<file path="src/hw/rtl/bsc_pkg.sv">
package bsc_pkg;

   // Command codes
   typedef enum logic {
      CMD_SINE   = 1'b0,
      CMD_COSINE = 1'b1
   } cmd_type;

   // Angle reduction in unsigned Q.32 with a positive bias
   localparam int RED_W     = 49;
   localparam int RED_STEPS = 14;
   localparam int REM_W     = 35;
   localparam int PI_W      = 34;

   localparam logic [RED_W-1:0] PI_Q32      = RED_W'(64'd13493037705);
   localparam logic [RED_W-1:0] TWO_PI_Q32  = RED_W'(64'd26986075410);
   localparam logic [RED_W-1:0] HALF_PI_Q32 = PI_Q32 >> 1;
   // Bias by 2*pi * 2^13 so every biased angle lies in [0, 2*pi * 2^14)
   localparam logic [RED_W-1:0] RED_BIAS    = TWO_PI_Q32 << (RED_STEPS - 1);

   // Formula in unsigned Q.30
   localparam int Q30_W = 32;
   localparam int P30_W = 34;
   localparam int DEN_W = 36;
   localparam logic [63:0]      PI30_WIDE  = 64'd13493037705 >> 2;
   localparam logic [Q30_W-1:0] PI30       = Q30_W'(PI30_WIDE);
   localparam logic [63:0]      PI30_SQ    = PI30_WIDE * PI30_WIDE;
   localparam logic [63:0]      FIVE_PI_SQ_WIDE = (PI30_SQ >> 30) * 64'd5;
   localparam logic [DEN_W-1:0] FIVE_PI_SQ = DEN_W'(FIVE_PI_SQ_WIDE);

   // Division: dividend is num * 2^14 plus half the divisor
   localparam int FRAC_BITS = 14;
   localparam int QUO_W     = 15;
   localparam int DIV_W     = 51;
   localparam int VAL_W     = 16;
   localparam logic [QUO_W-1:0] ONE_Q14 = QUO_W'(16384);

endpackage

</file>
<file path="src/hw/rtl/bsc_poly.sv">
module bsc_poly import bsc_pkg::*; (
   input  logic               clock,
   input  logic               reset,
   input  logic               in_valid,
   output logic               in_ready,
   input  logic [REM_W-1:0]   in_rem,
   output logic               out_valid,
   input  logic               out_ready,
   output logic [DEN_W-1:0]   out_num,
   output logic [DEN_W-1:0]   out_den,
   output logic               out_sign
);

   logic             vld_a_ff, vld_b_ff, vld_c_ff;
   logic             rdy_a, rdy_b, rdy_c;
   logic             sign_a_ff, sign_b_ff, sign_c_ff;
   logic [Q30_W-1:0] y30_ff, diff_ff;
   logic [P30_W-1:0] p30_ff;
   logic [DEN_W-1:0] num_ff, den_ff;

   logic             sign_in;
   logic [PI_W-1:0]  y_in;
   logic [Q30_W-1:0] y30_in;
   logic [63:0]      prod_in;
   logic [P30_W-1:0] p30_in;

   assign rdy_c    = !vld_c_ff || out_ready;
   assign rdy_b    = !vld_b_ff || rdy_c;
   assign rdy_a    = !vld_a_ff || rdy_b;
   assign in_ready = rdy_a;

   // Stage A: subtract pi, keep the sign, take the magnitude
   always_comb begin
      sign_in = in_rem < REM_W'(PI_Q32);
      y_in    = sign_in ? PI_W'(REM_W'(PI_Q32) - in_rem) : PI_W'(in_rem - REM_W'(PI_Q32));
      y30_in  = y_in[PI_W-1:2];
   end

   // Stage B: y * (pi - y) in Q.30
   assign prod_in = {32'd0, y30_ff} * {32'd0, diff_ff};
   assign p30_in  = prod_in[30 +: P30_W];

   always_ff @(posedge clock) begin
      if (reset) begin
         vld_a_ff <= 1'b0;
         vld_b_ff <= 1'b0;
         vld_c_ff <= 1'b0;
      end else begin
         if (rdy_a) vld_a_ff <= in_valid;
         if (rdy_b) vld_b_ff <= vld_a_ff;
         if (rdy_c) vld_c_ff <= vld_b_ff;
      end
      if (rdy_a) begin
         sign_a_ff <= sign_in;
         y30_ff    <= y30_in;
         diff_ff   <= PI30 - y30_in;
      end
      if (rdy_b) begin
         sign_b_ff <= sign_a_ff;
         p30_ff    <= p30_in;
      end
      // Stage C: numerator 16p and divisor 5pi^2 - 4p
      if (rdy_c) begin
         sign_c_ff <= sign_b_ff;
         num_ff    <= DEN_W'({p30_ff, 4'd0});
         den_ff    <= FIVE_PI_SQ - DEN_W'({p30_ff, 2'd0});
      end
   end

   assign out_valid = vld_c_ff;
   assign out_num   = num_ff;
   assign out_den   = den_ff;
   assign out_sign  = sign_c_ff;

endmodule

</file>
<file path="config.mk">
export PLATFORM = sky130hd
export DESIGN_NAME = bsc_poly
export DESIGN_NICKNAME = d
export VERILOG_FILES = /design/src/hw/rtl/bsc_pkg.sv /design/src/hw/rtl/bsc_poly.sv
export SDC_FILE = /design/constraint.sdc
export NUM_CORES = 2
export LEC_CHECK = 0
export BUFFER_PORTS_ARGS = -buffer_cell sky130_fd_sc_hd__buf_2
export CAP_MARGIN = 20
export CORE_UTILIZATION = 35
export CTS_BUF_LIST = sky130_fd_sc_hd__clkbuf_4 sky130_fd_sc_hd__clkbuf_8
export DETAILED_ROUTE_END_ITERATION = 10
export PLACE_DENSITY = 0.5
export SLEW_MARGIN = 40
export SYNTH_ARGS = -nofsm -noshare
export SYNTH_HDL_FRONTEND = slang
export SYNTH_SLANG_ARGS = --single-unit
</file>
<file path="constraint.sdc">
create_clock -name clock -period 10.7 [get_ports clock]
set_input_delay 0 -clock clock [delete_from_list [all_inputs] [get_ports clock]]
set_output_delay 0 -clock clock [all_outputs]
set_load 0.01 [all_outputs]
</file>
* After elaboration in Yosys (flattened, before gate mapping)
Cells that the tools add are included.
** Cells by class
- $add $sub $neg :: 4
- $mul :: 1
- $lt $le $gt $ge :: 1
- Multiplexer cells :: 1
- Reduce and logical (&&, ||, !) cells :: 6
** Operators by type and width (count)
- 32-bit by 32-bit multiplier with 64-bit output :: 1
- 36-bit subtractor (first input constant) :: 1
- 35-bit by 34-bit less-than comparator with 1-bit output (second input constant) :: 1
- 34-bit 2-to-1 mux :: 1
- 34-bit subtractor (first input constant) :: 1
- 34-bit subtractor (second input constant) :: 1
- 32-bit subtractor (first input constant) :: 1
- 1-bit zero test :: 3
- 1-bit logical OR :: 3
** Word-level totals
- Register bits after elaboration :: 172
- Bits of input ports :: 39
- Output and inout bits :: 75
- Logic and storage cells :: 24

* Logic depth before layout (Yosys ltp)
- Word-level depth :: 4
- Gate-level depth with buffers :: 28
- Mapped depth without buffers :: 27

* Least setup slack after synthesis
Ideal clock, no wire load.
- Path type :: register to register
- Start point :: register y30_ff[26]
- End point :: register p30_ff[28] (data pin)
- Arrival time :: 7527 ps
- Data required time :: 10440 ps
- Setup slack :: 2913 ps
- Cell stages (with the launch flop) :: 27
- Clock period less this slack :: 7787 ps
- Cells stage by stage :: edfxtp_1 clkbuf_1 and2_1 fa_1 inv_1 fa_1 fa_1 inv_1 fa_1 fa_1 fa_1 fa_1 inv_1 fa_1 inv_1 ha_1 nand3_1 or3_1 or3b_2 o21ai_0 a41o_1 o21ai_0 o21ai_0 a31oi_1 o21ai_0 a21boi_0 xnor2_1
** Between the ends
- Longest elaborated chain between the ends :: 1
** RTL lines
- start: declaration :: RTL line bsc_poly.sv:17 : logic [Q30_W-1:0] y30_ff, diff_ff;
- start signal: assignment :: RTL line bsc_poly.sv:55 : y30_ff <= y30_in;
- 32-bit by 32-bit multiplier with 64-bit output :: RTL line bsc_poly.sv:40 : assign prod_in = {32'd0, y30_ff} * {32'd0, diff_ff};
- named net prod_in[58] :: RTL line bsc_poly.sv:24 : logic [63:0] prod_in;
- end signal: assignment :: RTL line bsc_poly.sv:60 : p30_ff <= p30_in;
- end: declaration :: RTL line bsc_poly.sv:18 : logic [P30_W-1:0] p30_ff;
The timed path passes the listed nets, and every way through them passes these cells.
A chain may end at the register's enable or synchronous reset.

* Worst setup path in the final report
- Start point :: register diff_ff[12]
- End point :: register p30_ff[28] (data pin)
** Between the ends
- Longest elaborated chain between the ends :: 1
** RTL lines
- start: declaration :: RTL line bsc_poly.sv:17
- start signal: assignment :: RTL line bsc_poly.sv:56 : diff_ff <= PI30 - y30_in;
- 32-bit by 32-bit multiplier with 64-bit output :: RTL line bsc_poly.sv:40
- named net prod_in[58] :: RTL line bsc_poly.sv:24
The timed path passes the listed nets, and every way through them passes these cells.

==> impl_metrics.py <==
metrics = {
    "run_status": {
        "status": "complete, no violations",
    },
    "run": {
        "max-cap-violations": 0,
    },
    "die": {
        "die_h_um": 341,
        "die_w_um": 341,
        "core-area_um2": 113000,
        "rows": 123,
        "die_area_um2": 116000,
        "io_pins": 114,
        "start_util_pct": 35.5,
    },
    "cts": {
        "clk_latency_ns": 0.61,
        "clockBufferDepth": 2,
        "cts_tree": "built",
        "ctsResizeCount": 0,
        "cts.clk_slew.worst_paths_ns": 0.11,
        "cts.sinks": 168,
        "cts_buffers": 17,
        "root_buffer": "clkbuf_8",
        "htree_levels": 4,
    },
    "detailed_routing": {
        "drt_iter0_markers": 1504,
        "dr.pass1.iters": 5,
        "wl_um": 110000,
        "drc_errors": 0,
        "vias_per_cell": 4.80,
        "wl_per_cell_um": 19.4,
        "ant_nets": 0,
        "vias": 27200,
    },
    "synthesis": {
        "async_reset_ff_share_pct": 0,
        "syn_area_um2": 40200,
        "synth-seq-cells": 168,
        "synth_most_common_cell": "fa_1",
        "synth_ff_type": "edfxtp_1",
        "synthDistinctLibCells": 86,
        "synth_top_area_share_pct": 44.6,
        "postSynthAreaPerCell_um2": 9.78,
        "synth_cells": 4109,
        "yosys_warnings": 0,
        "ys_seq_area_share_pct": 12.5,
        "ys_top_cells_by_count": "895 x fa_1, 885 x inv_1, 600 x and2_1",
        "synth-edff-count": 165,
        "yosys.area.top_type": "fa_1",
        "synthTopCellsByArea": "fa_1 45%, edfxtp_1 12%, and2_1 9.3%, inv_1 8.3%, ha_1 8.2%",
    },
    "placed_design": {
        "place_congestion": 0.880,
        "numPortBuffers": 107,
        "dp_cells": 5600,
        "placed_area_um2": 42600,
        "post-dp-hpwl_um": 92500,
    },
    "global_route": {
        "grt_start_max_net_pins": 66,
        "grt-ovfl-total": 0,
        "grt_pass1_vias": 29000,
        "grtUsageTotal_pct": 19.7,
        "antenna_found_initial": 4,
        "grt_pass1_wl_um": 173000,
    },
    "sta": {
        "fin_skew_ns": 0.0403,
        "tightest_slew_ns": 0.896,
        "hold_viol_final": 0,
        "max_freq_mhz": 110,
        "setup_viol": 0,
        "layout_min_cycle_time_ns": 9.12,
        "relSlewSlack_pct": 40.3,
        "setup_tns_ns": 0,
        "rsz0062_at_grt": "false",
        "drv_slew": 0,
        "post-route-period-util_pct": 85.2,
    },
    "worst_setup_path": {
        "criticalPathCategory": "flip-flop to flip-flop",
        "reg2reg_from": "diff_ff[12]",
        "crit_end": "p30_ff[28]",
        "crit_required_ns": 11.04,
        "startpoint": "diff_ff[12]",
        "start_kind": "flip-flop",
        "cp_max_fo": 21,
        "r2r-end": "p30_ff[28]",
        "regToRegSetupSlack_ns": 1.58,
        "r2r_cells": 26,
        "end_kind": "flip-flop",
        "arrival_ns": 9.46,
    },
    "min_path": {
        "min_from": "in_rem[11]",
        "hold_path.class": "primary input to flip-flop",
    },
    "cells_and_area": {
        "instances_no_fill": 5675,
        "drive_gt1_share_pct": 7.03,
        "nets": 5354,
        "multi_input_area_um2": 30900,
        "fillers": 11400,
        "seq_area_um2": 5010,
        "design_area_um2": 43500,
        "area.growth.synth_to_final_pct": 8.16,
    },
}
[through the flow]
| step | utilization, % | setup slack, ns | hold WS [ns] |
|---|---|---|---|
| after detailed placement | 37.7 | 1.52 | 0.205 |
| after global routing | 38.4 | 1.21 | 0.0554 |
| after global placement | 37.4 | 1.49 | 0.203 |
| final | 38.4 | 1.58 | 0.0539 |
| after CTS | 38.4 | 1.50 | 0.00553 |
| after floorplan | - | 2.91 | 0.0724 |
[layout by cell type (no fill, tap or decap), drive strengths merged, types with 18 or more instances in the layout]
cell type / instances
edfxtp: 165
nor3: 21
a21oi: 64
ha: 263
dlygate4sd3: 35
buf: 218
inv: 896
fa: 895
nand2: 476
xor2: 47
xnor2: 77
a21o: 54
nor2: 63
nand3: 25
and2: 600
o21ai: 49
nor2b: 18
[state kept, by name (all words and copies together) (netlist names)]
signal	count
out_den	33
diff_ff	31
sign_a_ff	1
vld_b_ff	1
out_valid	1
vld_a_ff	1
out_num	32
y30_ff	32
sign_b_ff	1
out_sign	1
p30_ff	34
[area by class of cell]
type,instances,area share [%]
Clock buffer,17,0.538
Sequential cell,168,11.5
Tap cell,1500,4.32
Antenna cell,5,0.0288
Timing Repair Buffer,253,4.33
Clock inverter,15,0.397
Inverter,889,7.69
Multi-Input combinational cell,2828,71.2
[worst min-delay path by stage]
stage | to | slack [ns] | cells after the start
2_1_floorplan | out_valid | 0.07 | 1
3_3_place_gp | vld_b_ff | 0.20 | 2
3_5_place_dp | vld_a_ff | 0.20 | 2
4_1_cts | y30_ff[9] | 0.006 | 2
5_1_grt | y30_ff[9] | 0.06 | 2
6_report | y30_ff[9] | 0.05 | 2
[kinds of logic (layout without fill, tap and decap cells)]
kind of cell             Yosys count  after routing  synth area share [%]
AO/OA/AOI/OAI                    252            252                  4.32
XOR/XNOR                         124            124                  2.83
adder cells (fa/ha/maj)         1158           1158                  52.8
buffers and inverters           1117           1174                  10.6
flip-flops                       168            168                  12.5
multiplexers                      17             17                 0.517
other                              2             11                0.0187
AND/OR/NAND/NOR                 1271           1271                  16.4
[timing repair]
action                                  CTS  global route
hold buffers                             35             0
hold endpoints to repair                 45             0
buffers inserted                          0             0
endpoints found under the setup margin    0             0
[metal layers]
layer | vias to the layer above | global-route usage [%] | wire length, µm
met3 | 96 | 3.07 | 5430
met4 | 0 | 5.07 | 2340
met1 | 14200 | 28.0 | 51300
met5 | - | 0 | 0
li1 | 12300 | - | -
met2 | 630 | 31.2 | 51000
[worst max-delay path: stages, from the launching register on]
cell and delay [ns]:
edfxtp_1 0.83, buf_4 0.41, nand2_1 0.12, fa_1 0.58, fa_1 0.48, fa_1 0.56, inv_1 0.05, fa_1 0.50
fa_1 0.60, fa_1 0.44, fa_1 0.49, inv_1 0.05, fa_1 0.47, inv_1 0.04, ha_1 0.31, nand3_1 0.13
or3_1 0.42, or3b_2 0.45, o21ai_0 0.09, a41o_1 0.25, o21ai_0 0.34, o21ai_0 0.27, buf_4 0.19, a31oi_1 0.13
o21ai_0 0.33, a21boi_0 0.18, xnor2_1 0.15
Power is not shown: default switching activity piles up to over one toggle a cycle in this logic, so the estimate is an artifact.
