$ cat config.mk
export PLATFORM = sky130hd
export DESIGN_NAME = bsc_divide
export DESIGN_NICKNAME = d
export VERILOG_FILES = /design/src/hw/rtl/bsc_pkg.sv /design/src/hw/rtl/bsc_divide.sv
export SDC_FILE = /design/constraint.sdc
export NUM_CORES = 2
export LEC_CHECK = 0
export ABC_AREA = 1
export BUFFER_PORTS_ARGS = -buffer_cell sky130_fd_sc_hd__buf_2
export CAP_MARGIN = 10
export CORE_MARGIN = 2
export CORE_UTILIZATION = 44
export DETAILED_ROUTE_END_ITERATION = 12
export SYNTH_ARGS = -nofsm -noshare
export SYNTH_HDL_FRONTEND = slang
export SYNTH_SLANG_ARGS = --single-unit
$ cat constraint.sdc
create_clock -name clock -period 29.5 [get_ports clock]
set_clock_uncertainty 0.15 [all_clocks]
set_input_delay 0 -clock clock [delete_from_list [all_inputs] [get_ports clock]]
set_output_delay 0 -clock clock [all_outputs]
set_load 0.03 [all_outputs]
$ cat src/hw/rtl/bsc_pkg.sv
package bsc_pkg;

   // Command codes
   typedef enum logic {
      CMD_SINE   = 1'b0,
      CMD_COSINE = 1'b1
   } cmd_type;

   // Angle reduction in unsigned Q.32 with a positive bias
   localparam int RED_W     = 49;
   localparam int RED_STEPS = 14;
   localparam int REM_W     = 35;
   localparam int PI_W      = 34;

   localparam logic [RED_W-1:0] PI_Q32      = RED_W'(64'd13493037705);
   localparam logic [RED_W-1:0] TWO_PI_Q32  = RED_W'(64'd26986075410);
   localparam logic [RED_W-1:0] HALF_PI_Q32 = PI_Q32 >> 1;
   // Bias by 2*pi * 2^13 so every biased angle lies in [0, 2*pi * 2^14)
   localparam logic [RED_W-1:0] RED_BIAS    = TWO_PI_Q32 << (RED_STEPS - 1);

   // Formula in unsigned Q.30
   localparam int Q30_W = 32;
   localparam int P30_W = 34;
   localparam int DEN_W = 36;
   localparam logic [63:0]      PI30_WIDE  = 64'd13493037705 >> 2;
   localparam logic [Q30_W-1:0] PI30       = Q30_W'(PI30_WIDE);
   localparam logic [63:0]      PI30_SQ    = PI30_WIDE * PI30_WIDE;
   localparam logic [63:0]      FIVE_PI_SQ_WIDE = (PI30_SQ >> 30) * 64'd5;
   localparam logic [DEN_W-1:0] FIVE_PI_SQ = DEN_W'(FIVE_PI_SQ_WIDE);

   // Division: dividend is num * 2^14 plus half the divisor
   localparam int FRAC_BITS = 14;
   localparam int QUO_W     = 15;
   localparam int DIV_W     = 51;
   localparam int VAL_W     = 16;
   localparam logic [QUO_W-1:0] ONE_Q14 = QUO_W'(16384);

endpackage

$ cat src/hw/rtl/bsc_divide.sv
module bsc_divide import bsc_pkg::*; (
   input  logic                    clock,
   input  logic                    reset,
   input  logic                    in_valid,
   output logic                    in_ready,
   input  logic [DEN_W-1:0]        in_num,
   input  logic [DEN_W-1:0]        in_den,
   input  logic                    in_sign,
   output logic                    out_valid,
   input  logic                    out_ready,
   output logic signed [VAL_W-1:0] out_value
);

   logic [DIV_W-1:0] rem_ff  [QUO_W+1];
   logic [DEN_W-1:0] den_ff  [QUO_W+1];
   logic [QUO_W-1:0] quo_ff  [QUO_W+1];
   logic             sign_ff [QUO_W+1];
   logic             vld_ff  [QUO_W+1];
   logic             rdy     [QUO_W+2];

   logic                    out_vld_ff;
   logic signed [VAL_W-1:0] value_ff;
   logic                    rdy_out;
   logic [QUO_W-1:0]        mag_in;

   assign rdy_out         = !out_vld_ff || out_ready;
   assign rdy[QUO_W+1]    = rdy_out;
   assign rdy[0]          = !vld_ff[0] || rdy[1];
   assign in_ready        = rdy[0];

   // Load dividend with half the divisor added for rounding
   always_ff @(posedge clock) begin
      if (reset) begin
         vld_ff[0] <= 1'b0;
      end else if (rdy[0]) begin
         vld_ff[0] <= in_valid;
      end
      if (rdy[0]) begin
         rem_ff[0]  <= DIV_W'({in_num, {FRAC_BITS{1'b0}}}) + DIV_W'(in_den >> 1);
         den_ff[0]  <= in_den;
         quo_ff[0]  <= '0;
         sign_ff[0] <= in_sign;
      end
   end

   // Restoring division, one quotient bit per stage
   for (genvar s = 1; s <= QUO_W; s++) begin : g_bit
      logic [DIV_W-1:0] sub;
      logic             take;

      assign sub    = DIV_W'(den_ff[s-1]) << (QUO_W - s);
      assign take   = rem_ff[s-1] >= sub;
      assign rdy[s] = !vld_ff[s] || rdy[s+1];

      always_ff @(posedge clock) begin
         if (reset) begin
            vld_ff[s] <= 1'b0;
         end else if (rdy[s]) begin
            vld_ff[s] <= vld_ff[s-1];
         end
         if (rdy[s]) begin
            rem_ff[s]  <= take ? rem_ff[s-1] - sub : rem_ff[s-1];
            den_ff[s]  <= den_ff[s-1];
            quo_ff[s]  <= {quo_ff[s-1][QUO_W-2:0], take};
            sign_ff[s] <= sign_ff[s-1];
         end
      end
   end

   // Limit to one and apply the sign
   assign mag_in = (quo_ff[QUO_W] > ONE_Q14) ? ONE_Q14 : quo_ff[QUO_W];

   always_ff @(posedge clock) begin
      if (reset) begin
         out_vld_ff <= 1'b0;
      end else if (rdy_out) begin
         out_vld_ff <= vld_ff[QUO_W];
      end
      if (rdy_out) begin
         value_ff <= sign_ff[QUO_W] ? VAL_W'(mag_in) : -VAL_W'(mag_in);
      end
   end

   assign out_valid = out_vld_ff;
   assign out_value = value_ff;

endmodule

Word level (Yosys, flattened, before mapping)
Memory sizes are Yosys's and may differ from the RTL's.
Cells that the tools add are included.
{"block": "word_totals", "ff_bits": 17, "in_bits": 77, "elab_cells": 190, "output_inout_bits": 18, "mem_bits_rw": 1664, "mem_count": 5}
{"block": "classes", "muxes": 99, "n_reduce_logical": 34, "bitwise_logic": 16, "addsub": 17, "order_cmp": 16}
{"name": "rem_ff", "words": 16, "word_bits": 51, "read_ports": 15, "rd_clocked_by_memory_dff": 0, "write_ports": 16, "line": "bsc_divide.sv:14", "source": "logic [DIV_W-1:0] rem_ff [QUO_W+1];"}
{"name": "den_ff", "words": 16, "word_bits": 36, "read_ports": 15, "rd_clocked_by_memory_dff": 0, "write_ports": 16, "line": "bsc_divide.sv:15", "source": "logic [DEN_W-1:0] den_ff [QUO_W+1];"}
{"name": "quo_ff", "words": 16, "word_bits": 15, "read_ports": 16, "rd_clocked_by_memory_dff": 0, "write_ports": 16, "line": "bsc_divide.sv:16", "source": "logic [QUO_W-1:0] quo_ff [QUO_W+1];"}
{"name": "sign_ff", "words": 16, "word_bits": 1, "read_ports": 16, "rd_clocked_by_memory_dff": 0, "write_ports": 16, "line": "bsc_divide.sv:17", "source": "logic sign_ff [QUO_W+1];"}
{"name": "vld_ff", "words": 16, "word_bits": 1, "read_ports": 16, "rd_clocked_by_memory_dff": 0, "write_ports": 16, "line": "bsc_divide.sv:18", "source": "logic vld_ff [QUO_W+1];"}
{"op": "$mux W51", "count": 15}
{"op": "$mux W1", "count": 82}
{"op": "$add A50 B35 Y51", "count": 1}
{"op": "$ge A51 B36 Y1", "count": 1}
{"op": "$ge A51 B37 Y1", "count": 1}
{"op": "$ge A51 B38 Y1", "count": 1}
{"op": "$ge A51 B39 Y1", "count": 1}
{"op": "$ge A51 B40 Y1", "count": 1}
{"op": "$ge A51 B41 Y1", "count": 1}
{"op": "$ge A51 B42 Y1", "count": 1}
{"op": "$ge A51 B43 Y1", "count": 1}
{"op": "$ge A51 B44 Y1", "count": 1}
{"op": "$ge A51 B45 Y1", "count": 1}
{"op": "$ge A51 B46 Y1", "count": 1}
{"op": "$ge A51 B47 Y1", "count": 1}
{"op": "$ge A51 B48 Y1", "count": 1}
{"op": "$ge A51 B49 Y1", "count": 1}
{"op": "$ge A51 B50 Y1", "count": 1}
{"op": "$sub A51 B36 Y51", "count": 1}
{"op": "$sub A51 B37 Y51", "count": 1}
{"op": "$sub A51 B38 Y51", "count": 1}
{"op": "$sub A51 B39 Y51", "count": 1}
{"op": "$sub A51 B40 Y51", "count": 1}
{"op": "$sub A51 B41 Y51", "count": 1}
{"op": "15 further kinds", "count": 63}

Logic depth before layout (Yosys ltp)
{"block": "logic_depth", "word_depth": 22, "ltp_mapped": 17}

Least setup slack after synthesis
No wires, ideal clock.
{"block": "synth_timing", "path_kind": "register to register", "from": "reg out_vld_ff, in the netlist out_valid (read register of vld_ff)", "to": "mem den_ff[0][0] (enable)", "stages_incl_launch_ff": 10, "path_buffers": 0, "synth_period_minus_slack_ns": 12.159, "setup_slack_ns": 17.341, "arrival_time_ns": 11.187, "required_time_ns": 28.528, "path_cell_list": "dfxtp_1 > nand4_2 > nor2_2 > nand4_2 > nor2_2 > nand4_2 > nor2_4 > nand4_2 > nor2_2 > nand2_1"}
{"item": "start, declared", "line": "bsc_divide.sv:21", "source": "logic out_vld_ff;"}
{"item": "end, declared", "line": "bsc_divide.sv:15"}

==> impl_metrics.env <==
export IMPL_clkPwrFrac_pct=17.8
export IMPL_fin_cells=14544
export IMPL_tritoncts="yes"
export IMPL_outcome="finished, final reports clean"
export IMPL_hp_class="in2reg"
export IMPL_synth_compound_area_share_pct=12.4
export IMPL_cts_sinks=1355
export IMPL_first_iter_violations=7986
export IMPL_chipWidth_um=460
export IMPL_routed_via_density=5.58
export IMPL_combPwrFrac_pct=50.0
export IMPL_p_seq_share_pct=32.2
export IMPL_tns_ps=0
export IMPL_layout_area_overhead_vs_synth_pct=11.2
export IMPL_numPortBuffers=94
export IMPL_p_sw_w=0.00534
export IMPL_wl_per_cell_um=25.1
export IMPL_drc=0
export IMPL_power_density_nw_per_um2=110
export IMPL_synthXorXnorAreaFrac_pct=4.01
export IMPL_fp_dieH_um=460
export IMPL_switching_share_pct=47.9
export IMPL_arrival_ps=6020
export IMPL_crit_fanout=75
export IMPL_ys_types=60
export IMPL_dieArea_um2=211000
export IMPL_clkSlewWorstSetupHoldPaths_ps=60
export IMPL_postRouteAntennaNets=0
export IMPL_synthesis_nets=12022
export IMPL_ys_seq_elements=1355
export IMPL_grtUsageTotal_pct=33.9
export IMPL_drive_above_1_share_pct=4.53
export IMPL_synth_edff_count=1354
export IMPL_cap_violations=0
export IMPL_worst_pin_slew_ps=1140
export IMPL_critPathRequiredTime_ps=29350
export IMPL_pin_count=95
export IMPL_period_minus_slack_ps=6170
export IMPL_muxShareOfSynthArea_pct=0.0109
export IMPL_finalHoldViolations=0
export IMPL_setup_viol=0
export IMPL_gr_total_overflow=0
export IMPL_vias=81121
export IMPL_synth_top_family_by_area="simple AND/OR/NAND/NOR gates"
export IMPL_synthFlopType="edfxtp_1"
export IMPL_synthAdderAreaFrac_pct=8.02
export IMPL_critPathKind="reg2out"
export IMPL_antenna_found_initial=12
export IMPL_first_pass_iters=8
export IMPL_syn_area_per_cell_um2=8.04
export IMPL_seq_area_frac_synth_pct=44.5
export IMPL_core_area_um2=207000
export IMPL_fin_nets=12344
export IMPL_clockRootBuffer="clkbuf_16"
export IMPL_clock_path_buffers=3
export IMPL_synth_area_um2=91400
export IMPL_place_inst=14086
export IMPL_cts_hold_buffers_added=151
export IMPL_crit_path_end_kind="output port"
export IMPL_cts_resized=0
export IMPL_post_cts_setup_buffer_count=0
export IMPL_dp_hpwl_um=303000
export IMPL_place_gp_congestion=1.05
export IMPL_h_tree_depth=4
export IMPL_grt_max_degree=81
export IMPL_p_int_w=0.00581
export IMPL_synthSimpleGateAreaFrac_pct=22.9
export IMPL_grt_pass1_wl_um=522000
export IMPL_numCtsBuffers=155
export IMPL_num_rows=167
export IMPL_ys_warnings_count=0
export IMPL_clkLatencyLatePin_ps=830
export IMPL_rsz0062_at_grt="false"
export IMPL_syn_instance_count=11368
export IMPL_power_leakage_nw=43.2
export IMPL_wl_um=364000
export IMPL_start_util_pct=44.2
export IMPL_fin_crit_sh_pct=20.9
export IMPL_async_flop_share_pct=0
export IMPL_whs_ps=41.7
export IMPL_fmax_mhz=162
export IMPL_ir_worst_vdd_uv=66.8
export IMPL_slew_viol_final=0
export IMPL_startpoint_type="register"
export IMPL_first_global_vias=78651
export IMPL_maxSlewHeadroom_pct=23.3
-- registers in the layout, indices dropped and copies added (netlist names) --
name / cells
den_ff: 540
out_valid: 1
out_value: 16
quo_ff: 120
rem_ff: 646
sign_ff: 16
vld_ff: 16
-- Yosys cell counts, types with 5 or more instances --
library cell | number | area (um^2)
a21boi_0 | 47 | 353
a21boi_1 | 5 | 37.5
a21o_1 | 75 | 563
a21oi_1 | 803 | 4020
a21oi_2 | 12 | 105
a31oi_1 | 88 | 551
and2_1 | 5 | 31.3
and3_1 | 17 | 106
buf_2 | 64 | 320
buf_4 | 12 | 90.1
buf_6 | 27 | 304
clkbuf_1 | 6 | 22.5
edfxtp_1 | 1354 | 40700
fa_1 | 15 | 300
ha_1 | 562 | 7030
inv_1 | 1783 | 6690
inv_2 | 16 | 60.1
nand2_1 | 2591 | 9730
nand2_2 | 7 | 43.8
nand3_1 | 565 | 2830
nand3_2 | 6 | 60.1
nand3b_1 | 44 | 330
nand4_1 | 136 | 851
nand4_2 | 8 | 100
nor2_1 | 1338 | 5020
nor2_2 | 12 | 75.1
nor3_1 | 128 | 641
nor3_2 | 5 | 50.1
nor4_1 | 66 | 413
o211ai_1 | 16 | 120
o21a_1 | 30 | 225
o21ai_0 | 659 | 3300
o21ai_1 | 262 | 1310
o21ai_2 | 9 | 78.8
o21bai_1 | 69 | 518
or2_2 | 64 | 400
xnor2_1 | 265 | 2320
xor2_1 | 154 | 1350
-- path summary, 6_finish.rpt --
path	cells after the start	slack, ps	to	startpoint
worst min register to register	0	260	quo_ff[11][9]$_DFFE_PP_	quo_ff[10][8]$_DFFE_PP_
worst max-delay path	12	23330	in_ready	out_valid$_SDFFE_PP0P_
worst max register to register	11	23500	rem_ff[0][230]$_DFFE_PP_	out_valid$_SDFFE_PP0P_
worst min-delay path	3	40	sign_ff[14]$_DFFE_PP_	out_ready
-- layout by cell type (no fill, tap or decap), types with 29 or more instances in the layout --
cell	count
a21boi_0	47
nor3_1	128
o21ai_0	659
edfxtp_1	1354
a31oi_1	88
xor2_1	154
clkinv_2	29
inv_1	1776
or2_2	64
o21ai_1	262
nor2_1	1338
xnor2_1	265
o21bai_1	69
nand2_1	2587
a21o_1	75
ha_1	562
o21a_1	30
buf_2	94
buf_4	31
nand4_1	136
a21oi_1	803
nor4_1	66
dlygate4sd3_1	151
nand3_1	565
clkbuf_16	156
nand3b_1	44
-- cell families after synthesis --
logic type	count (synthesis)
compound gates	2091
flops	1355
fa+ha+maj	577
simple gates	5012
buf+inv	1913
xor+xnor	419
mux	1
-- worst max-delay path, stage by stage, from the launching register on --
cell and delay, ps:
dfxtp_1 410, nand4_4 820, nor2_2 610, nand4_4 520, nor2_2 410, nand4_4 100
buf_4 280, nor2_4 260, nand4_4 120, buf_4 290, nor2_2 330, nand2_4 540
buf_2 410
-- area by class of cell --
class	instances	area [um^2]
Clock inverter	108	1230
Tap cell	2704	3380
Clock buffer	180	3990
Inverter	1802	6780
Antenna cell	19	47.5
Sequential cell	1355	40700
Multi-Input combinational cell	8100	43300
Fill cell	20216	105000
Timing Repair Buffer	276	2210
-- stage by stage --
stage / instance area, um^2 / util [%] / total power, W / setup WS (ps)
floorplan: 91400 / - / 0.00681 / 17340
global placement: 94900 / 45.9 / 0.00904 / 23590
detailed placement: 94900 / 45.9 / 0.00902 / 23420
CTS: 102000 / 49.1 / 0.0111 / 23110
global route: 102000 / 49.1 / 0.0118 / 22780
finish: 102000 / 49.1 / 0.0112 / 23330
-- power by group through the flow --
stage	combinational [W]	sequential (W)	clock (W)
2_1_floorplan	0.00365	0.00316	0
3_3_place_gp	0.00544	0.00360	0
3_5_place_dp	0.00542	0.00360	0
4_1_cts	0.00547	0.00357	0.00202
5_1_grt	0.00609	0.00360	0.00210
6_report	0.00557	0.00359	0.00199
-- metal layers --
layer	GRT usage (%)	vias up	wire length, um
met2	56.9	3118	172000
li1	-	38674	-
met3	4.69	757	22600
met5	0	-	34
met1	42.1	38566	147000
met4	18.4	6	22800
(Power assumes the default switching activity.)
