**src/hw/rtl/bsc_pkg.sv**
```systemverilog
package bsc_pkg;

   // Command codes
   typedef enum logic {
      CMD_SINE   = 1'b0,
      CMD_COSINE = 1'b1
   } cmd_type;

   // Angle reduction in unsigned Q.32 with a positive bias
   localparam int RED_W     = 49;
   localparam int RED_STEPS = 14;
   localparam int REM_W     = 35;
   localparam int PI_W      = 34;

   localparam logic [RED_W-1:0] PI_Q32      = RED_W'(64'd13493037705);
   localparam logic [RED_W-1:0] TWO_PI_Q32  = RED_W'(64'd26986075410);
   localparam logic [RED_W-1:0] HALF_PI_Q32 = PI_Q32 >> 1;
   // Bias by 2*pi * 2^13 so every biased angle lies in [0, 2*pi * 2^14)
   localparam logic [RED_W-1:0] RED_BIAS    = TWO_PI_Q32 << (RED_STEPS - 1);

   // Formula in unsigned Q.30
   localparam int Q30_W = 32;
   localparam int P30_W = 34;
   localparam int DEN_W = 36;
   localparam logic [63:0]      PI30_WIDE  = 64'd13493037705 >> 2;
   localparam logic [Q30_W-1:0] PI30       = Q30_W'(PI30_WIDE);
   localparam logic [63:0]      PI30_SQ    = PI30_WIDE * PI30_WIDE;
   localparam logic [63:0]      FIVE_PI_SQ_WIDE = (PI30_SQ >> 30) * 64'd5;
   localparam logic [DEN_W-1:0] FIVE_PI_SQ = DEN_W'(FIVE_PI_SQ_WIDE);

   // Division: dividend is num * 2^14 plus half the divisor
   localparam int FRAC_BITS = 14;
   localparam int QUO_W     = 15;
   localparam int DIV_W     = 51;
   localparam int VAL_W     = 16;
   localparam logic [QUO_W-1:0] ONE_Q14 = QUO_W'(16384);

endpackage

```
**src/hw/rtl/bsc_reduce.sv**
```systemverilog
module bsc_reduce import bsc_pkg::*; (
   input  logic                    clock,
   input  logic                    reset,
   input  logic                    in_valid,
   output logic                    in_ready,
   input  cmd_type                 in_command,
   input  logic signed [31:0]      in_angle,
   output logic                    out_valid,
   input  logic                    out_ready,
   output logic [REM_W-1:0]        out_rem
);

   logic [RED_W-1:0] rem_ff [RED_STEPS+1];
   logic             vld_ff [RED_STEPS+1];
   logic             rdy    [RED_STEPS+2];
   logic [RED_W-1:0] rem0_in;
   logic [RED_W-1:0] ang_ext;

   assign rdy[RED_STEPS+1] = out_ready;
   assign in_ready         = rdy[0];
   assign out_valid        = vld_ff[RED_STEPS];
   assign out_rem          = rem_ff[RED_STEPS][REM_W-1:0];

   // Scale to Q.32, add the cosine shift and a bias that makes the value positive
   always_comb begin
      ang_ext = RED_W'({{17{in_angle[31]}}, in_angle, 16'd0});
      rem0_in = ang_ext + RED_BIAS;
      if (in_command == CMD_COSINE) begin
         rem0_in = rem0_in + HALF_PI_Q32;
      end
   end

   assign rdy[0] = !vld_ff[0] || rdy[1];

   always_ff @(posedge clock) begin
      if (reset) begin
         vld_ff[0] <= 1'b0;
      end else if (rdy[0]) begin
         vld_ff[0] <= in_valid;
      end
      if (rdy[0]) begin
         rem_ff[0] <= rem0_in;
      end
   end

   // Subtract 2*pi times a falling power of two where it fits, one per stage
   for (genvar s = 1; s <= RED_STEPS; s++) begin : g_step
      localparam logic [RED_W-1:0] STEP_SUB = TWO_PI_Q32 << (RED_STEPS - s);
      logic [RED_W-1:0] rem_in;

      assign rdy[s]  = !vld_ff[s] || rdy[s+1];
      assign rem_in  = (rem_ff[s-1] >= STEP_SUB) ? rem_ff[s-1] - STEP_SUB : rem_ff[s-1];

      always_ff @(posedge clock) begin
         if (reset) begin
            vld_ff[s] <= 1'b0;
         end else if (rdy[s]) begin
            vld_ff[s] <= vld_ff[s-1];
         end
         if (rdy[s]) begin
            rem_ff[s] <= rem_in;
         end
      end
   end

endmodule

```
**config.mk**
```make
export PLATFORM = sky130hd
export DESIGN_NAME = bsc_reduce
export DESIGN_NICKNAME = d
export VERILOG_FILES = /design/src/hw/rtl/bsc_pkg.sv /design/src/hw/rtl/bsc_reduce.sv
export SDC_FILE = /design/constraint.sdc
export NUM_CORES = 1
export LEC_CHECK = 0
export BUFFER_PORTS_ARGS = -buffer_cell sky130_fd_sc_hd__buf_2
export CORE_MARGIN = 2
export CORE_UTILIZATION = 50
export CTS_BUF_LIST = sky130_fd_sc_hd__clkbuf_4 sky130_fd_sc_hd__clkbuf_8 sky130_fd_sc_hd__clkbuf_16
export DETAILED_ROUTE_END_ITERATION = 8
export PLACE_DENSITY = 0.72
export RECOVER_POWER = 25
export SLEW_MARGIN = 20
export SYNTH_ARGS = -nofsm -noshare
export SYNTH_HDL_FRONTEND = slang
export SYNTH_SLANG_ARGS = --single-unit
```
**constraint.sdc**
```tcl
create_clock -name clock -period 6.7 [get_ports clock]
set_input_delay 0.67 -clock clock [delete_from_list [all_inputs] [get_ports clock]]
set_output_delay 0.67 -clock clock [all_outputs]
set_load 0.01 [all_outputs]
```
== Word level (Yosys, flattened, before mapping) ==
Memory sizes are Yosys's and may differ from the RTL's.
Cells that the tools add are included.

* Multiply operators: 0
* Div/mod/pow operators: 0
* Add/subtract/negate cells: 16
* Reductions and logical operators: 30
* Equal/unequal tests: 0
* Multiplexer cells: 92
* Bitwise gates (word level): 15
* $lt $le $gt $ge: 14
* Shift-type cells: 0

{| class="wikitable"
|+ Operators with widths
! operator !! count
|-
| 2-to-1 mux 49 bit || 15
|-
| 2-to-1 mux 1 bit || 77
|-
| adder 49 x 33 -> 49 bit, second input constant || 1
|-
| adder 49 x 48 -> 49 bit, second input constant || 1
|-
| greater-or-equal comparator 49 x 35 -> 1 bit, second input constant || 1
|-
| greater-or-equal comparator 49 x 36 -> 1 bit, second input constant || 1
|-
| greater-or-equal comparator 49 x 37 -> 1 bit, second input constant || 1
|-
| greater-or-equal comparator 49 x 38 -> 1 bit, second input constant || 1
|-
| greater-or-equal comparator 49 x 39 -> 1 bit, second input constant || 1
|-
| greater-or-equal comparator 49 x 40 -> 1 bit, second input constant || 1
|-
| greater-or-equal comparator 49 x 41 -> 1 bit, second input constant || 1
|-
| greater-or-equal comparator 49 x 42 -> 1 bit, second input constant || 1
|-
| greater-or-equal comparator 49 x 43 -> 1 bit, second input constant || 1
|-
| greater-or-equal comparator 49 x 44 -> 1 bit, second input constant || 1
|-
| greater-or-equal comparator 49 x 45 -> 1 bit, second input constant || 1
|-
| greater-or-equal comparator 49 x 46 -> 1 bit, second input constant || 1
|-
| greater-or-equal comparator 49 x 47 -> 1 bit, second input constant || 1
|-
| greater-or-equal comparator 49 x 48 -> 1 bit, second input constant || 1
|-
| subtractor 49 x 35 -> 49 bit, second input constant || 1
|-
| subtractor 49 x 36 -> 49 bit, second input constant || 1
|-
| subtractor 49 x 37 -> 49 bit, second input constant || 1
|-
| subtractor 49 x 38 -> 49 bit, second input constant || 1
|-
| subtractor 49 x 39 -> 49 bit, second input constant || 1
|-
| subtractor 49 x 40 -> 49 bit, second input constant || 1
|-
| 11 further kinds || 53
|}

* Register bits: 0
* Memories: 2
* Output and inout port bits: 37
* Bits in latches: 0
* RAM bits: 750
* Logic and storage cells: 169
* Bits of input ports: 37
* ROM bits: 0

{| class="wikitable"
|+ Memories
! memory !! depth !! width !! rd ports !! clocked after memory_dff !! write ports !! line !! text
|-
| rem_ff || 15 || 49 || 15 || 0 || 15 || bsc_reduce.sv:13 || <nowiki>logic [RED_W-1:0] rem_ff [RED_STEPS+1];</nowiki>
|-
| vld_ff || 15 || 1 || 15 || 0 || 15 || bsc_reduce.sv:14 || <nowiki>logic vld_ff [RED_STEPS+1];</nowiki>
|}

== Depth between registers and ports, before layout ==
Gate-level depths: netlist of run 1.
An unclocked memory read counts as a cell.

* Depth after elaboration: 21
* Mapped depth: 13
* Gate-level depth less buffers: 12

== Worst setup path before layout of run 1 ==
No wires, ideal clock.

* Kind: input port to flip-flop
* Start: input port out_ready
* End: memory vld_ff[0][0] (data pin)
* Arrival: 5100 ps
* Buffers on the path: 0
* Data required time: 6437 ps
* Cell stages on the path: 9
* Setup time: 263 ps
* Setup slack: 1337 ps
* Cell sequence: nor2b_1 nand2_1 nor2_1 and3_1 and2_1 inv_1 nor2_1 nand3_1 and3b_1

{| class="wikitable"
|+ RTL lines
! element !! line !! text
|-
| start: declaration || bsc_reduce.sv:9 || <nowiki>input logic out_ready,</nowiki>
|-
| end: declaration || bsc_reduce.sv:14 ||
|}

==> results.cfg, run 1 <==
[floorplan]
initial_core_util_pct = 50.7
die_w_um = 265
dieArea_um2 = 70400
ioPinCount = 74
fp-row-count = 95
coreArea_um2 = 67400
die_height_um = 265

[setup_path]
cp_max_fo = 51
startpoint_type = flip-flop
cp.required_ps = 6030
critPathArrivalTime_ps = 4070
path_class = reg -> out
endpoint_kind = output pin

[global_routing]
grt_pass1_wl_um = 109000
gr-usage-met1_pct = 19.3
grt_start_max_net_pins = 52
track_usage_pct = 18.7
overflow = 0
grt-busiest-layer = met2
first_global_vias = 23200
grtUsageMet2_pct = 36.7
antenna_found_initial = 0
use_met3_pct = 2.97

[logic_synthesis]
synth_fp_nets = 3140
ys_warn_count = 0
netlist_instances = 3081
synth_compound_area_share_pct = 10.2
ys.flop_type = edfxtp_1
synth_area_leaders = edfxtp_1 (55%), xnor2_1 (7.8%), xor2_1 (6.2%), nand2_1 (3.4%), nor2_1 (2.9%)
synth_top_family_by_area = simple AND/OR/NAND/NOR gates
synth.avg_cell_area_um2 = 11.1
yosys-mux-area-fraction_pct = 0.282
synth_area_leader_cell = edfxtp_1
synth_fa_ha_area_share_pct = 0.835
yosys.area_share.simple_pct = 16.7
syn_area_um2 = 34200
synth_xor_area_share_pct = 14.0
ys_types = 104
async_flop_share_pct = 0
yosysTopAreaCellShare_pct = 55.1
synth-seq-area-share_pct = 55.1
synth-seq-cells = 627
synth_edf_count = 627

[timing]
hold_viol_final = 0
fin_skew_ps = 22.1
min_period_ps = 4740
finalCritPeriodShare_pct = 70.8
setup-tns-final_ps = 0
setup_viol = 0
final_max_slew_viol_count = 222
relSlewSlack_pct = -53.2
fmax_mhz = 211
grt_setup_unrepaired = false
worst_slew_pin_slew_ps = 2300

[run]
maxCapViolCount = 5

[pwr]
p_int_uw = 11800
p_sw_uw = 6340
power_frac_comb_pct = 31.3
peakVddDrop_v = 0.000222
power.clock.fraction_pct = 19.7
power_density_nw_per_um2 = 486
seqPwrFrac_pct = 48.9
cellLeakagePower_uw = 0.0141
switching_share_pct = 34.9

[place]
place_congestion = 0.889
io_buffers = 72
dp.final_hpwl_um = 49600

[layout]
drive_gt1_share_pct = 7.70
layout_common_cells = edfxtp_1 (627), xnor2_1 (305), nand2_1 (303), nor2_1 (267), xor2_1 (240)
final_common_cell = edfxtp_1
layout.nets = 3203
syn_to_final_growth_pct = 9.37
fin_util_pct = 55.4
antennaDiodeCount = 0

[detailed_routing]
post-route-drc-count = 0
wl_per_cell_um = 16.3
antenna_left = 0
first_pass_iters = 5
wl_um = 66100
via_count = 23000
drtIter0Drc = 1255
viasPerCell = 5.66

[cts]
clk_pin_slew_ps = 60
cts_setup_buffers = 0
cts_tree = yes
hold_buffers = 0
cts_num_sinks = 627
cts_resized = 0
cts_root_buffer = clkbuf_16
clock_latency_ps = 610
htree_num_levels = 3
cts-buffers-inserted = 68
clockBufferDepth = 3

[status]
violations = max-capacitance violations, max-slew violations
status = complete, but fails checks

[hold_path]
hp-class = in -> reg
## logic make-up (layout without fill, tap and decap cells)
logic type	count (synthesis)	in the layout
flip-flops	627	627
buffers and inverters	204	317
XOR/XNOR	546	546
AND/OR/NAND/NOR	1147	1147
AO/OA/AOI/OAI	524	524
other	1	1
adder cells (fa/ha/maj)	23	23
multiplexers	9	9
## critical path: stages (launching register included)
cell and delay [ps]:
edfxtp_1 330, nor2b_1 390, nand2_4 430, nor2_1 380
and3_1 310, and2_0 220, inv_1 70, buf_4 280
nor2_1 410, nand3_2 120, buf_4 290, buf_2 210
## flip-flops by register name, indices dropped and copies added, names as in the netlist
signal,cells
rem_ff,612
vld_ff,15
## path summary, 6_finish.rpt
path                                  from                  endpoint  slack (ps)  depth (start not counted)
setup / recovery    vld_ff[1][6]$_DFFE_PP_                  in_ready        1960                         11
hold reg to reg   rem_ff[0][157]$_DFFE_PP_  rem_ff[0][206]$_DFFE_PP_         410                          0
setup reg to reg    vld_ff[1][6]$_DFFE_PP_    vld_ff[0][2]$_DFFE_PP_        2760                         12
hold / removal                in_angle[31]   rem_ff[0][48]$_DFFE_PP_         410                          2
## final cells by class
| cell class | count | area (um^2) |
|---|---|---|
| fill | 5459 | 30000 |
| sequential | 627 | 18800 |
| multi-input combinational | 2250 | 14400 |
| clock buffer | 89 | 1880 |
| tap | 873 | 1090 |
| timing repair buffer | 91 | 442 |
| inverter | 106 | 398 |
| clock inverter | 31 | 302 |
## power by group through the flow
stage,Clock [uW],Sequential (uW),Combinational [uW]
2_1_floorplan,0,8310,4780
3_3_place_gp,0,8810,5530
3_5_place_dp,0,8900,5700
4_1_cts,3670,8840,5740
5_1_grt,3840,9120,6380
6_report,3590,8890,5690
## routing by layer
metal  part of all wire (%)  vias up  wire length [um]
met5                      0        -                 0
met4                    3.6        0              2400
met3                    3.6      181              2390
met2                     55      520             36300
met1                     38    11000             25000
li1                       -    11300                 -
## per-stage QoR
stage          power (uW)  hold slack (ps)  cells  setup slack [ps]  cell area, um^2
5_1_grt             19300              391   4067              1560            37400
3_5_place_dp        14600              405   3947              1840            35200
6_report            18200              408   4067              1960            37400
2_1_floorplan       13100              400   3081              1340            34200
4_1_cts             18300              373   4067              1590            37400
3_3_place_gp        14300              403   3947              1900            35200
## cell usage after synthesis (all sizes together) (13+ instances only)
cell	instances
a211oi	17
a21boi	26
a21o	44
a21oi	106
a31oi	30
and2	13
and3	36
buf	59
clkbuf	39
edfxtp	627
ha	22
inv	105
nand2	305
nand2b	45
nand3	82
nand3b	20
nand4	31
nor2	270
nor2b	18
nor3	130
nor3b	18
nor4	48
o21a	24
o21ai	143
o31ai	31
or2	32
or3	42
or4	14
xnor2	306
xor2	240
Power figures use the tool's default switching activity.
==> run 2: changes to the inputs <==
- clock period: 6.7 -> 4.5 ns (I/O delays scaled with it)
==> run 2 against run 1 <==
  * The run still ends with max-capacitance violations, max-slew violations left
  * Global-route usage up 0.073 points
  * Critical path depth unchanged
  * Setup slack worse by 1400 ps
  * Register-to-register slack worse by 2000 ps
  * Clock skew down 7.4 ps
  * Routed wire length up 0.28%
  * Count of clock-buffer cells in the layout down 3
  * Critical endpoint unchanged
  * Largest cell class unchanged
  * Highest routed layer unchanged
==> results.cfg, run 2 (same netlist as run 1, synthesis figures left out) <==
[status]
status = complete, but fails checks
violations = max-capacitance violations, max-slew violations

[global_routing]
overflow = 0
track_usage_pct = 18.8
antenna_found_initial = 0
grt_pass1_wl_um = 110000
grt_start_max_net_pins = 51
first_global_vias = 23200

[detailed_routing]
wl_um = 66300
met3_length_um = 2500
antenna_left = 0
post-route-drc-count = 0
top_layer = met4
wl_met2_um = 35200
via_count = 23100
drtIter0Drc = 1410
wl_per_cell_um = 16.3
met1_length_um = 26100
viasPerCell = 5.66
first_pass_iters = 6

[setup_path]
max_stage_delay_ps = 380
cp.required_ps = 4050
crit_end = in_ready
startpoint_type = flip-flop
cp_cell_sequence = nor2b_1, nand2_2, nor2_1, and3_1, and2_0, inv_1, buf_4, nor2_1, nand3_2, buf_4, buf_2
cp_num_cells = 11
endpoint_kind = output pin
regToRegStartpoint = vld_ff[1][6]$_DFFE_PP_
r2r_end = vld_ff[0][2]$_DFFE_PP_
critPathBufInv = 4
r2r_setup_slack_ps = 780
startpoint = vld_ff[1][6]$_DFFE_PP_
reg2reg_depth = 11
critPathArrivalTime_ps = 3520
cp_slowest_cell = nor2_1
path_class = reg -> out
cp_max_fo = 43
critical-path-top-delay-family = simple AND/OR/NAND/NOR gates

[layout]
final_common_cell = edfxtp_1
fin_cells = 4076
syn_to_final_growth_pct = 9.48
largest-register = rem_ff
drive_gt1_share_pct = 7.96
antennaDiodeCount = 0
reg_top3 = rem_ff x612, vld_ff x15
layout.nets = 3209
largest_reg_flops = 612
layout_common_cells = edfxtp_1 (627), xnor2_1 (305), nand2_1 (302), nor2_1 (267), xor2_1 (240)
fin_util_pct = 55.5

[place]
io_buffers = 72
place_ws_ps = 541
dp.final_hpwl_um = 49900
dp_cells = 3951
place_congestion = 0.927

[cts]
cts_root_buffer = clkbuf_16
cts_setup_buffers = 0
hold_buffers = 0
cts_resized = 0
clk_pin_slew_ps = 60
clock_latency_ps = 610
cts-buffers-inserted = 70
cts_tree = yes
htree_num_levels = 3
cts_num_sinks = 627
clockBufferDepth = 3

[floorplan]
fp-row-count = 95
dieArea_um2 = 70400
die_height_um = 265
die_w_um = 265
initial_core_util_pct = 50.7
ioPinCount = 74
coreArea_um2 = 67400

[hold_path]
hp-class = in -> reg
hold_depth = 2
worstHoldStart = in_angle[31]

[timing]
setup_viol = 0
setup-tns-final_ps = 0
grt_setup_unrepaired = false
fmax_mhz = 252
finalCritPeriodShare_pct = 88.2
final_max_slew_viol_count = 238
fin_skew_ps = 14.7
worst_slew_pin_slew_ps = 2550
relSlewSlack_pct = -70.2
min_period_ps = 3970
hold_viol_final = 0
fin_ws_ps = 533

[pwr]
cellLeakagePower_uw = 0.0141
peakVddDrop_v = 0.000484
power_density_nw_per_um2 = 726

[run]
maxCapViolCount = 5
run 2: cell count changes in the layout (fill, tap and decap cells not counted), sizes merged:
cell	change
buf	+3
bufinv	-1
clkbuf	-2
clkinv	+6
clkinvlp	+2
inv	+1
run 2: worst min-delay path by stage:
stage / slack, ps / to
final: 190 / rem_ff[0][48]$_DFFE_PP_
after global routing: 180 / rem_ff[0][48]$_DFFE_PP_
after CTS: 150 / rem_ff[0][48]$_DFFE_PP_
after detailed placement: 410 / rem_ff[1][100]$_DFFE_PP_
after global placement: 400 / rem_ff[1][198]$_DFFE_PP_
after floorplan: 400 / rem_ff[0][206]$_DFFE_PP_
run 2: cell type report:
cell class                 count  area, um^2
multi-input combinational   2250       14400
tap                          873        1090
inverter                     106         398
clock inverter                39         317
sequential                   627       18800
fill                        5532       30000
timing repair buffer          95         468
clock buffer                  86        1890
run 2: where the power goes:
group	internal, uW	switching [uW]	total (uW)
sequential	10500	2800	13300
clock	3130	2260	5400
combinational	4020	4500	8510
run 2: per-stage QoR:
step	cell area [um^2]	hold slack, ps	total power, uW
floorplan	34200	400	19500
finish	37400	192	27200
global route	37400	179	28900
CTS	37500	153	27300
global placement	35300	402	21500
detailed placement	35300	411	21800
run 2: layer usage:
layer	track usage, %	up-vias
met1	20.4	11000
li1	-	11300
met3	3.15	182
met5	0	-
met2	35.4	530
met4	8.78	0
